--- src/rtl/core/kmsd_pkg.sv ---
// kmsd_pkg: sizes, types and helper functions of the keypad matrix scanner.
// Used by the scanner top level.
`default_nettype none

package kmsd_pkg;

   localparam int NUM_ROWS = 8;
   localparam int NUM_COLS = 8;
   localparam int ROW_W    = (NUM_ROWS > 1) ? $clog2(NUM_ROWS) : 1;
   localparam int COL_W    = (NUM_COLS > 1) ? $clog2(NUM_COLS) : 1;
   // only eight columns are sampled per row
   localparam int LANES    = (NUM_COLS < 8) ? NUM_COLS : 8;
   localparam int CNT_W    = 8;

   localparam logic [7:0]       ROW_DRIVE_ONE  = 8'h01;
   localparam logic [CNT_W-1:0] DEBOUNCE_RESET = 8'd8;

   typedef logic [ROW_W-1:0]          row_idx_type;
   typedef logic [COL_W-1:0]          col_idx_type;
   // stable levels in the upper half, raw levels in the lower half
   typedef logic [2*NUM_COLS-1:0]     lvl_row_type;
   typedef logic [NUM_COLS*CNT_W-1:0] cnt_row_type;

   function automatic row_idx_type next_row(input row_idx_type r);
      row_idx_type n;
      if (r == row_idx_type'(NUM_ROWS - 1)) begin
         n = '0;
      end else begin
         n = r + row_idx_type'(1);
      end
      return n;
   endfunction

   // one-hot drive, zero for rows that do not fit in eight bits
   function automatic logic [7:0] row_drive(input row_idx_type r);
      logic [7:0] d;
      d = ROW_DRIVE_ONE << r;
      return d;
   endfunction

endpackage

`default_nettype wire

--- src/rtl/core/kmsd_req_if.sv ---
// kmsd_req_if: row sample channel (column levels plus key query).
// Depends on nothing; field widths are those of the channel.
`default_nettype none

interface kmsd_req_if;
   logic       valid;
   logic       ready;
   logic [7:0] column_levels;
   logic [2:0] query_row;
   logic [2:0] query_col;

   modport source (output valid, output column_levels, output query_row,
                   output query_col, input ready);
   modport sink   (input valid, input column_levels, input query_row,
                   input query_col, output ready);
endinterface

`default_nettype wire

--- src/rtl/core/kmsd_rsp_if.sv ---
// kmsd_rsp_if: scan result channel (row, drive, presses, query answer).
// Depends on nothing; field widths are those of the channel.
`default_nettype none

interface kmsd_rsp_if;
   logic       valid;
   logic       ready;
   logic [2:0] scanned_row;
   logic [7:0] next_row_drive;
   logic [7:0] press_row_onehot;
   logic [7:0] press_columns;
   logic       queried_key_state;

   modport source (output valid, output scanned_row, output next_row_drive,
                   output press_row_onehot, output press_columns,
                   output queried_key_state, input ready);
   modport sink   (input valid, input scanned_row, input next_row_drive,
                   input press_row_onehot, input press_columns,
                   input queried_key_state, output ready);
endinterface

`default_nettype wire

--- src/rtl/core/keypad_matrix_scan_debounce.sv ---
// keypad_matrix_scan_debounce: 8x8 key matrix scanner with per-key debounce.
// Depends on kmsd_pkg, kmsd_req_if and kmsd_rsp_if.
//
//   channel    dir   handshake            carries
//   req_chan   in    valid/ready          column_levels, query_row, query_col
//   rsp_chan   out   valid/ready          row, drive, press mask, query answer
//   csr_*      in    write enable only    settle threshold
//
// One transaction per cycle sustained while the response is not stalled; from
// acceptance a response passes the row memory read, then update plus output register.
// Key state sits in two row-wide memories (levels, counts) read on accept and
// written back when the update stage advances; same-row overlap is forwarded.
// Reset clears the row pointer, per-row valid bits and handshake state; rows
// never written read as released with zero count.
// A stalled response holds the update stage; one new transaction may still
// enter while the response register is full and the update stage is empty.
`default_nettype none

module keypad_matrix_scan_debounce (
   input  wire logic        clock,
   input  wire logic        reset,
   kmsd_req_if.sink         req_chan,
   kmsd_rsp_if.source       rsp_chan,
   input  wire logic        csr_write_enable,
   input  wire logic [7:0]  csr_write_data
);

   // configuration
   logic [kmsd_pkg::CNT_W-1:0] thresh_ff;

   // handshake and row pointer
   kmsd_pkg::row_idx_type row_ptr_ff;
   logic                  s1_valid_ff;
   logic                  out_valid_ff;
   logic                  out_free;
   logic                  s1_adv;
   logic                  accept;

   // update stage payload
   kmsd_pkg::row_idx_type s1_row_ff;
   logic [7:0]            s1_levels_ff;
   kmsd_pkg::row_idx_type s1_qrow_ff;
   kmsd_pkg::col_idx_type s1_qcol_ff;
   logic                  s1_qin_ff;

   // memories and their read side
   kmsd_pkg::lvl_row_type lvl_mem [kmsd_pkg::NUM_ROWS];
   kmsd_pkg::cnt_row_type cnt_mem [kmsd_pkg::NUM_ROWS];
   logic [kmsd_pkg::NUM_ROWS-1:0] row_vld_ff;
   kmsd_pkg::lvl_row_type lvl_rd_ff;
   kmsd_pkg::cnt_row_type cnt_rd_ff;
   kmsd_pkg::lvl_row_type qlvl_rd_ff;
   logic                  rd_vld_ff;
   logic                  qrd_vld_ff;

   // forwarding of the row written on the read edge
   logic                  fwd_hit_ff;
   kmsd_pkg::lvl_row_type fwd_lvl_ff;
   kmsd_pkg::cnt_row_type fwd_cnt_ff;
   logic                  qfwd_hit_ff;
   kmsd_pkg::lvl_row_type qfwd_lvl_ff;

   // request side addresses
   kmsd_pkg::row_idx_type q_addr;
   logic                  q_inrange;

   // update logic
   kmsd_pkg::lvl_row_type cur_lvl;
   kmsd_pkg::cnt_row_type cur_cnt;
   kmsd_pkg::lvl_row_type new_lvl;
   kmsd_pkg::cnt_row_type new_cnt;
   logic [7:0]            press;
   logic                  q_state;

   // output register
   logic [2:0] out_row_ff;
   logic [7:0] out_drive_ff;
   logic [7:0] out_prow_ff;
   logic [7:0] out_pcol_ff;
   logic       out_q_ff;

   assign out_free = !out_valid_ff || rsp_chan.ready;
   assign s1_adv   = s1_valid_ff && out_free;
   assign req_chan.ready = !s1_valid_ff || out_free;
   assign accept   = req_chan.valid && req_chan.ready;

   assign q_addr    = kmsd_pkg::row_idx_type'(req_chan.query_row);
   assign q_inrange = (int'(req_chan.query_row) < kmsd_pkg::NUM_ROWS) &&
                      (int'(req_chan.query_col) < kmsd_pkg::NUM_COLS);

   always_ff @(posedge clock) begin
      if (reset) begin
         thresh_ff <= kmsd_pkg::DEBOUNCE_RESET;
      end else if (csr_write_enable) begin
         thresh_ff <= csr_write_data;
      end
   end

   always_ff @(posedge clock) begin
      if (reset) begin
         row_ptr_ff   <= '0;
         s1_valid_ff  <= 1'b0;
         out_valid_ff <= 1'b0;
         row_vld_ff   <= '0;
      end else begin
         if (accept) begin
            row_ptr_ff <= kmsd_pkg::next_row(row_ptr_ff);
         end
         if (accept) begin
            s1_valid_ff <= 1'b1;
         end else if (s1_adv) begin
            s1_valid_ff <= 1'b0;
         end
         if (s1_adv) begin
            out_valid_ff          <= 1'b1;
            row_vld_ff[s1_row_ff] <= 1'b1;
         end else if (rsp_chan.ready) begin
            out_valid_ff <= 1'b0;
         end
      end
   end

   // memory write-back of the updated row
   always_ff @(posedge clock) begin
      if (s1_adv) begin
         lvl_mem[s1_row_ff] <= new_lvl;
         cnt_mem[s1_row_ff] <= new_cnt;
      end
   end

   // memory reads for the accepted transaction
   always_ff @(posedge clock) begin
      if (accept) begin
         lvl_rd_ff  <= lvl_mem[row_ptr_ff];
         cnt_rd_ff  <= cnt_mem[row_ptr_ff];
         qlvl_rd_ff <= lvl_mem[q_addr];
      end
   end

   always_ff @(posedge clock) begin
      if (accept) begin
         rd_vld_ff    <= row_vld_ff[row_ptr_ff];
         qrd_vld_ff   <= row_vld_ff[q_addr];
         fwd_hit_ff   <= s1_adv && (s1_row_ff == row_ptr_ff);
         fwd_lvl_ff   <= new_lvl;
         fwd_cnt_ff   <= new_cnt;
         qfwd_hit_ff  <= s1_adv && (s1_row_ff == q_addr);
         qfwd_lvl_ff  <= new_lvl;
         s1_row_ff    <= row_ptr_ff;
         s1_levels_ff <= req_chan.column_levels;
         s1_qrow_ff   <= q_addr;
         s1_qcol_ff   <= kmsd_pkg::col_idx_type'(req_chan.query_col);
         s1_qin_ff    <= q_inrange;
      end
   end

   always_comb begin
      priority if (fwd_hit_ff) begin
         cur_lvl = fwd_lvl_ff;
         cur_cnt = fwd_cnt_ff;
      end else if (rd_vld_ff) begin
         cur_lvl = lvl_rd_ff;
         cur_cnt = cnt_rd_ff;
      end else begin
         cur_lvl = '0;
         cur_cnt = '0;
      end
   end

   // all keys of the row side by side
   always_comb begin
      logic                       p;
      logic [kmsd_pkg::CNT_W-1:0] cnt;
      new_lvl = cur_lvl;
      new_cnt = cur_cnt;
      press   = '0;
      for (int c = 0; c < kmsd_pkg::LANES; c++) begin
         p   = !s1_levels_ff[c];
         cnt = cur_cnt[c*kmsd_pkg::CNT_W +: kmsd_pkg::CNT_W];
         if (p != cur_lvl[c]) begin
            new_lvl[c] = p;
            new_cnt[c*kmsd_pkg::CNT_W +: kmsd_pkg::CNT_W] = '0;
         end else if (cnt >= thresh_ff) begin
            press[c] = p && !cur_lvl[kmsd_pkg::NUM_COLS + c];
            new_lvl[kmsd_pkg::NUM_COLS + c] = p;
         end else begin
            new_cnt[c*kmsd_pkg::CNT_W +: kmsd_pkg::CNT_W] =
               cnt + kmsd_pkg::CNT_W'(1);
         end
      end
   end

   // query sees the stable levels after this update
   always_comb begin
      priority if (!s1_qin_ff) begin
         q_state = 1'b0;
      end else if (s1_qrow_ff == s1_row_ff) begin
         q_state = new_lvl[kmsd_pkg::NUM_COLS + int'(s1_qcol_ff)];
      end else if (qfwd_hit_ff) begin
         q_state = qfwd_lvl_ff[kmsd_pkg::NUM_COLS + int'(s1_qcol_ff)];
      end else if (qrd_vld_ff) begin
         q_state = qlvl_rd_ff[kmsd_pkg::NUM_COLS + int'(s1_qcol_ff)];
      end else begin
         q_state = 1'b0;
      end
   end

   always_ff @(posedge clock) begin
      if (s1_adv) begin
         out_row_ff   <= 3'(s1_row_ff);
         out_drive_ff <= kmsd_pkg::row_drive(kmsd_pkg::next_row(s1_row_ff));
         out_prow_ff  <= (press != '0) ? kmsd_pkg::row_drive(s1_row_ff) : '0;
         out_pcol_ff  <= press;
         out_q_ff     <= q_state;
      end
   end

   assign rsp_chan.valid             = out_valid_ff;
   assign rsp_chan.scanned_row       = out_row_ff;
   assign rsp_chan.next_row_drive    = out_drive_ff;
   assign rsp_chan.press_row_onehot  = out_prow_ff;
   assign rsp_chan.press_columns     = out_pcol_ff;
   assign rsp_chan.queried_key_state = out_q_ff;

endmodule

`default_nettype wire

--- src/flat_wrapper.sv ---
// flat-port wrapper written by rule: the top's interface ports become plain ports
module keypad_matrix_scan_debounce_flat 
  (clock, reset, csr_write_enable, csr_write_data, req_chan_valid, req_chan_column_levels, req_chan_query_row, req_chan_query_col, req_chan_ready, rsp_chan_valid, rsp_chan_scanned_row, rsp_chan_next_row_drive, rsp_chan_press_row_onehot, rsp_chan_press_columns, rsp_chan_queried_key_state, rsp_chan_ready);
  kmsd_req_if req_chan_i ();
  kmsd_rsp_if rsp_chan_i ();
  input  wire logic clock;
  input  wire logic reset;
  input  wire logic csr_write_enable;
  input  wire logic [7:0] csr_write_data;
  input wire logic [$bits(req_chan_i.valid)-1:0] req_chan_valid;
  input wire logic [$bits(req_chan_i.column_levels)-1:0] req_chan_column_levels;
  input wire logic [$bits(req_chan_i.query_row)-1:0] req_chan_query_row;
  input wire logic [$bits(req_chan_i.query_col)-1:0] req_chan_query_col;
  output wire logic [$bits(req_chan_i.ready)-1:0] req_chan_ready;
  output wire logic [$bits(rsp_chan_i.valid)-1:0] rsp_chan_valid;
  output wire logic [$bits(rsp_chan_i.scanned_row)-1:0] rsp_chan_scanned_row;
  output wire logic [$bits(rsp_chan_i.next_row_drive)-1:0] rsp_chan_next_row_drive;
  output wire logic [$bits(rsp_chan_i.press_row_onehot)-1:0] rsp_chan_press_row_onehot;
  output wire logic [$bits(rsp_chan_i.press_columns)-1:0] rsp_chan_press_columns;
  output wire logic [$bits(rsp_chan_i.queried_key_state)-1:0] rsp_chan_queried_key_state;
  input wire logic [$bits(rsp_chan_i.ready)-1:0] rsp_chan_ready;
  assign req_chan_i.valid = req_chan_valid;
  assign req_chan_i.column_levels = req_chan_column_levels;
  assign req_chan_i.query_row = req_chan_query_row;
  assign req_chan_i.query_col = req_chan_query_col;
  assign req_chan_ready = req_chan_i.ready;
  assign rsp_chan_valid = rsp_chan_i.valid;
  assign rsp_chan_scanned_row = rsp_chan_i.scanned_row;
  assign rsp_chan_next_row_drive = rsp_chan_i.next_row_drive;
  assign rsp_chan_press_row_onehot = rsp_chan_i.press_row_onehot;
  assign rsp_chan_press_columns = rsp_chan_i.press_columns;
  assign rsp_chan_queried_key_state = rsp_chan_i.queried_key_state;
  assign rsp_chan_i.ready = rsp_chan_ready;
  keypad_matrix_scan_debounce u_core (.clock(clock), .reset(reset), .req_chan(req_chan_i), .rsp_chan(rsp_chan_i), .csr_write_enable(csr_write_enable), .csr_write_data(csr_write_data));
endmodule
--- config.mk ---
export PLATFORM = sky130hd
export DESIGN_NAME = keypad_matrix_scan_debounce_flat
export DESIGN_NICKNAME = d
export VERILOG_FILES = /design/src/rtl/core/kmsd_pkg.sv /design/src/rtl/core/kmsd_req_if.sv /design/src/rtl/core/kmsd_rsp_if.sv /design/src/rtl/core/keypad_matrix_scan_debounce.sv /design/src/flat_wrapper.sv
export SDC_FILE = /design/constraint.sdc
export NUM_CORES = 1
export LEC_CHECK = 0
export ABC_AREA = 1
export CAP_MARGIN = 20
export CORE_AREA = 2 2 289 234
export DETAILED_ROUTE_END_ITERATION = 8
export DIE_AREA = 0 0 291 236
export DONT_BUFFER_PORTS = 1
export PLACE_DENSITY = 0.75
export SLEW_MARGIN = 20
export SYNTH_ARGS = -nofsm -noshare
export SYNTH_HDL_FRONTEND = slang
export SYNTH_SLANG_ARGS = --single-unit
--- constraint.sdc ---
create_clock -name clock -period 7.5 [get_ports clock]
set_clock_uncertainty 0.1 [all_clocks]
set_input_delay 0.75 -clock clock [delete_from_list [all_inputs] [get_ports clock]]
set_output_delay 0.75 -clock clock [all_outputs]
set_load 0.1 [all_outputs]
==> run metrics <==
result of the run completed; worst-case setup margin in the final layout ~2800 ps; worst path buffer plus inverter count 3; setup TNS 0 ps; Die Area between 60000 and 70000 µm²; power density relative to cell area approximately 280 nW/µm²; pin count of the biggest net entering global routing 202; GRT Resource Usage Total roughly 25%; count of pins on the block boundary 57; crit path cell chain buf_4 -> buf_4 -> a22oi_1 -> inv_1 -> ha_1 -> a21oi_1 -> nor2_1 -> nor3_1 -> nand2_1 -> nor2_1 -> nand3_1 -> nor3_2 -> nand2_1 -> a21oi_1; sequential area share after synthesis roughly 70%; source of the critical timing path u_core.fwd_hit_ff; Max clock buf depth 3; startpoint class of the critical path register; total stage count of the critical path 14; Worst EP arrival roughly 5000 ps; via total after detailed routing around 25000; total core area 66260 µm²; Synth cell types 40; number of buffers added on ports 0; post-layout min period approximately 4700 ps; Clock Sinks approximately 880; overall power roughly 0.011 W; average wire length per cell after detail routing about 22 µm; startpoint of the worst register-to-register path u_core.fwd_hit_ff; final hold slack between 80 and 90 ps; worst-case reg-to-reg path depth 14; latest clock arrival within the worst-skew pair between 600 and 700 ps; DRC violations left 0; Initial Utilization ~56%; setup repair after global routing missed its margin no; FF-to-FF setup slack 2800 ps; H-tree Lvls 3; first-pass GRT wire length roughly 130000 µm; Detail Placement HPWL between 40000 and 50000 µm; Setup Fix Bufs, Post-CTS 0; RD Place Congestion around 0.85; actual slew at the worst max-slew pin roughly 1200 ps; floorplan die width 291 µm; Max rail drop VDD between 0.15 and 0.2 mV; cell type group with the largest total delay on the critical path simple AND/OR/NAND/NOR gates; Layout area overhead 9.237%; Total Routed Length a little under 90000 µm; Starting DRT DRC Count 2919; syn avg cell area ~12 µm²; number of nets with antenna violations after routing 0; clock tree root driver cell clkbuf_16; Cells after Synth roughly 3100; clock tree from TritonCTS yes; cts bufs inserted between 80 and 90; synthesis warning total 0; fraction of layout cells with a size suffix above 1 under 10%; end of the critical path u_core.cnt_mem[3][39]; setup slack after placement just under 3000 ps; class of the tightest hold or removal check in2reg; Die H ~240 µm; Critical Path Fanout Max between 50 and 60; count of max-cap constraint violations 0; count of pins over their slew limit 0; critical path class reg2reg; Leak Pwr between 10 and 15 nW; final number of hold-violating endpoints 0; Worst slew margin roughly a fifth; post-cts hold buffer count 0; critical path capture point type register; post-cts resize count 0; iteration count of the initial detailed-routing pass 6; capture instance of the worst register-to-register path u_core.cnt_mem[3][39]; cell area after synthesis about 37000 µm²; data required time of the critical path ~7800 ps; cell with the biggest individual delay on the critical path buf_4; endpoints failing setup 0; maximum clock frequency roughly 210 MHz; Crit path largest cell delay about 690 ps; synthesized netlist net count around 3200; count of state elements after synthesis between 800 and 900; initial antenna violation count 3; cell row count between 80 and 90; post-detailed-route via-to-cell ratio roughly 6.1; vias in the first global route roughly 24000; overflow left after global routing 0; clock-pin slew of the registers on the worst-case setup and hold paths roughly 70 ps; Post-layout nets between 3000 and 4000; final worst-path cycle share between 60% and 70%
[report_power, final]
group / total (W) / switching (W) / internal, W
clock: 0.00411 / 0.00172 / 0.00239
combinational: 0.00126 / 0.000928 / 0.000334
sequential: 0.00590 / 0.000149 / 0.00575
[registers in the layout (all words and copies together), names as in the netlist, 16 cells and up]
signal / count
u_core.cnt_rd_ff: 64
u_core.fwd_cnt_ff: 64
u_core.lvl_mem: 128
u_core.cnt_mem: 512
u_core.fwd_lvl_ff: 16
u_core.lvl_rd_ff: 16
[cell usage in the layout (no fill, tap or decap), types with 3 or more instances in the layout]
| cell | Yosys | final |
|---|---|---|
| clkbuf_1 | 106 | 19 |
| nand3b_1 | 3 | 3 |
| xnor2_1 | 3 | 3 |
| edfxtp_1 | 857 | 857 |
| a211oi_1 | 6 | 4 |
| bufinv_16 | 0 | 9 |
| nor2_4 | 0 | 6 |
| or2_2 | 8 | 8 |
| clkinv_2 | 0 | 9 |
| nor2_1 | 647 | 641 |
| nand4_1 | 11 | 11 |
| xor2_1 | 6 | 6 |
| o22ai_1 | 74 | 74 |
| a22oi_2 | 8 | 8 |
| clkbuf_16 | 0 | 85 |
| o21ai_0 | 409 | 409 |
| buf_4 | 2 | 34 |
| nor3_2 | 15 | 18 |
| ha_1 | 95 | 95 |
| nor4_1 | 7 | 7 |
| nor3_1 | 38 | 35 |
| inv_1 | 211 | 208 |
| nand3_1 | 41 | 41 |
| clkinv_1 | 2 | 21 |
| nand2_1 | 181 | 181 |
| a21oi_1 | 104 | 104 |
| a22oi_1 | 68 | 68 |
| o211ai_1 | 17 | 17 |
| a31oi_1 | 90 | 90 |
| o21a_1 | 4 | 4 |
| dfxtp_1 | 21 | 19 |
[worst register-to-register path, cell delays in order (launching register included)]
cell and delay, ps:
edfxtp_1 450, buf_4 410, buf_4 700, a22oi_1 340, inv_1 160, ha_1 270
a21oi_1 150, nor2_1 50, nor3_1 230, nand2_1 270, nor2_1 250, nand3_1 200
nor3_2 250, nand2_1 90, a21oi_1 490
[final cells by class]
| cell class | count | area [µm²] |
|---|---|---|
| timing repair buffer | 37 | 314.1 |
| inverter | 216 | 830.8 |
| sequential | 878 | 26160 |
| clock inverter | 40 | 412.9 |
| clock buffer | 105 | 2212 |
| fill | 4866 | 25550 |
| multi-input combinational | 1847 | 9684 |
| antenna | 1 | 2.502 |
| tap | 870 | 1089 |
[kinds of logic (layout without fill, tap and decap cells)]
family | after synthesis | count (layout) | share of synthesized area, %
other cells | 0 | 1 | 0
compound gates | 787 | 787 | 11.97
flops | 878 | 878 | 70.19
xor+xnor | 9 | 9 | 0.2115
buf+inv | 378 | 398 | 4.016
fa+ha+maj | 95 | 95 | 3.190
simple gates | 956 | 956 | 10.43
[routing by layer]
layer / global-route usage, % / vias up / routed length (µm)
met5: 0 / - / 11
met4: 10.38 / 2 / 3021
met3: 4.853 / 208 / 8687
met2: 40.40 / 1258 / 40740
met1: 34.43 / 11940 / 34900
li1: - / 11110 / -
[cell usage after synthesis]
cell type / count / area share, %
nor4_1: 7 / 0.12
inv_2: 3 / 0.030
nand3b_1: 3 / 0.060
inv_1: 211 / 2.1
dfxtp_1: 21 / 1.1
buf_6: 3 / 0.091
a22o_1: 2 / 0.047
o211ai_1: 17 / 0.34
clkinv_1: 2 / 0.020
nand2_2: 1 / 0.017
nand3_2: 1 / 0.027
a21o_1: 1 / 0.020
o21ai_0: 409 / 5.5
clkbuf_1: 106 / 1.1
buf_1: 13 / 0.13
xor2_1: 6 / 0.14
buf_4: 2 / 0.040
nand4_1: 11 / 0.18
nand2_1: 181 / 1.8
o221ai_1: 2 / 0.047
nand3_1: 41 / 0.55
nor2_1: 647 / 6.5
xnor2_1: 3 / 0.071
buf_2: 38 / 0.51
edfxtp_1: 857 / 69
and3_1: 1 / 0.017
a22oi_2: 8 / 0.27
o21ai_1: 2 / 0.027
ha_1: 95 / 3.2
nor3_2: 15 / 0.40
a211oi_1: 6 / 0.12
a22oi_1: 68 / 1.4
nor3_1: 38 / 0.51
a21oi_1: 104 / 1.4
a31oi_1: 90 / 1.5
o22ai_1: 74 / 1.2
or2_2: 8 / 0.13
o21a_1: 4 / 0.081
nor2_2: 1 / 0.017
nor2_8: 1 / 0.054
[through the flow]
step           instances  instance area (µm²)  util [%]
5_1_grt             3994                40710     61.44
4_1_cts             3992                40660     61.37
3_5_place_dp        3847                38030     57.40
2_1_floorplan       3103                37270         -
3_3_place_gp        3847                38030     57.40
6_report            3994                40710     61.44
[worst min-delay path by stage]
stage	endpoint	startpoint	cells after the start	slack [ps]
global placement	u_core.row_vld_ff[2]	u_core.row_vld_ff[2]	2	350
CTS	u_core.s1_valid_ff	reset	1	60
global route	u_core.rsp_chan.valid	reset	1	60
floorplan	u_core.s1_row_ff[1]	u_core.row_ptr_ff[1]	0	330
detailed placement	u_core.row_vld_ff[1]	u_core.row_vld_ff[1]	2	370
finish	u_core.s1_valid_ff	reset	1	80
No activity file was read; power rests on OpenSTA's default activity.
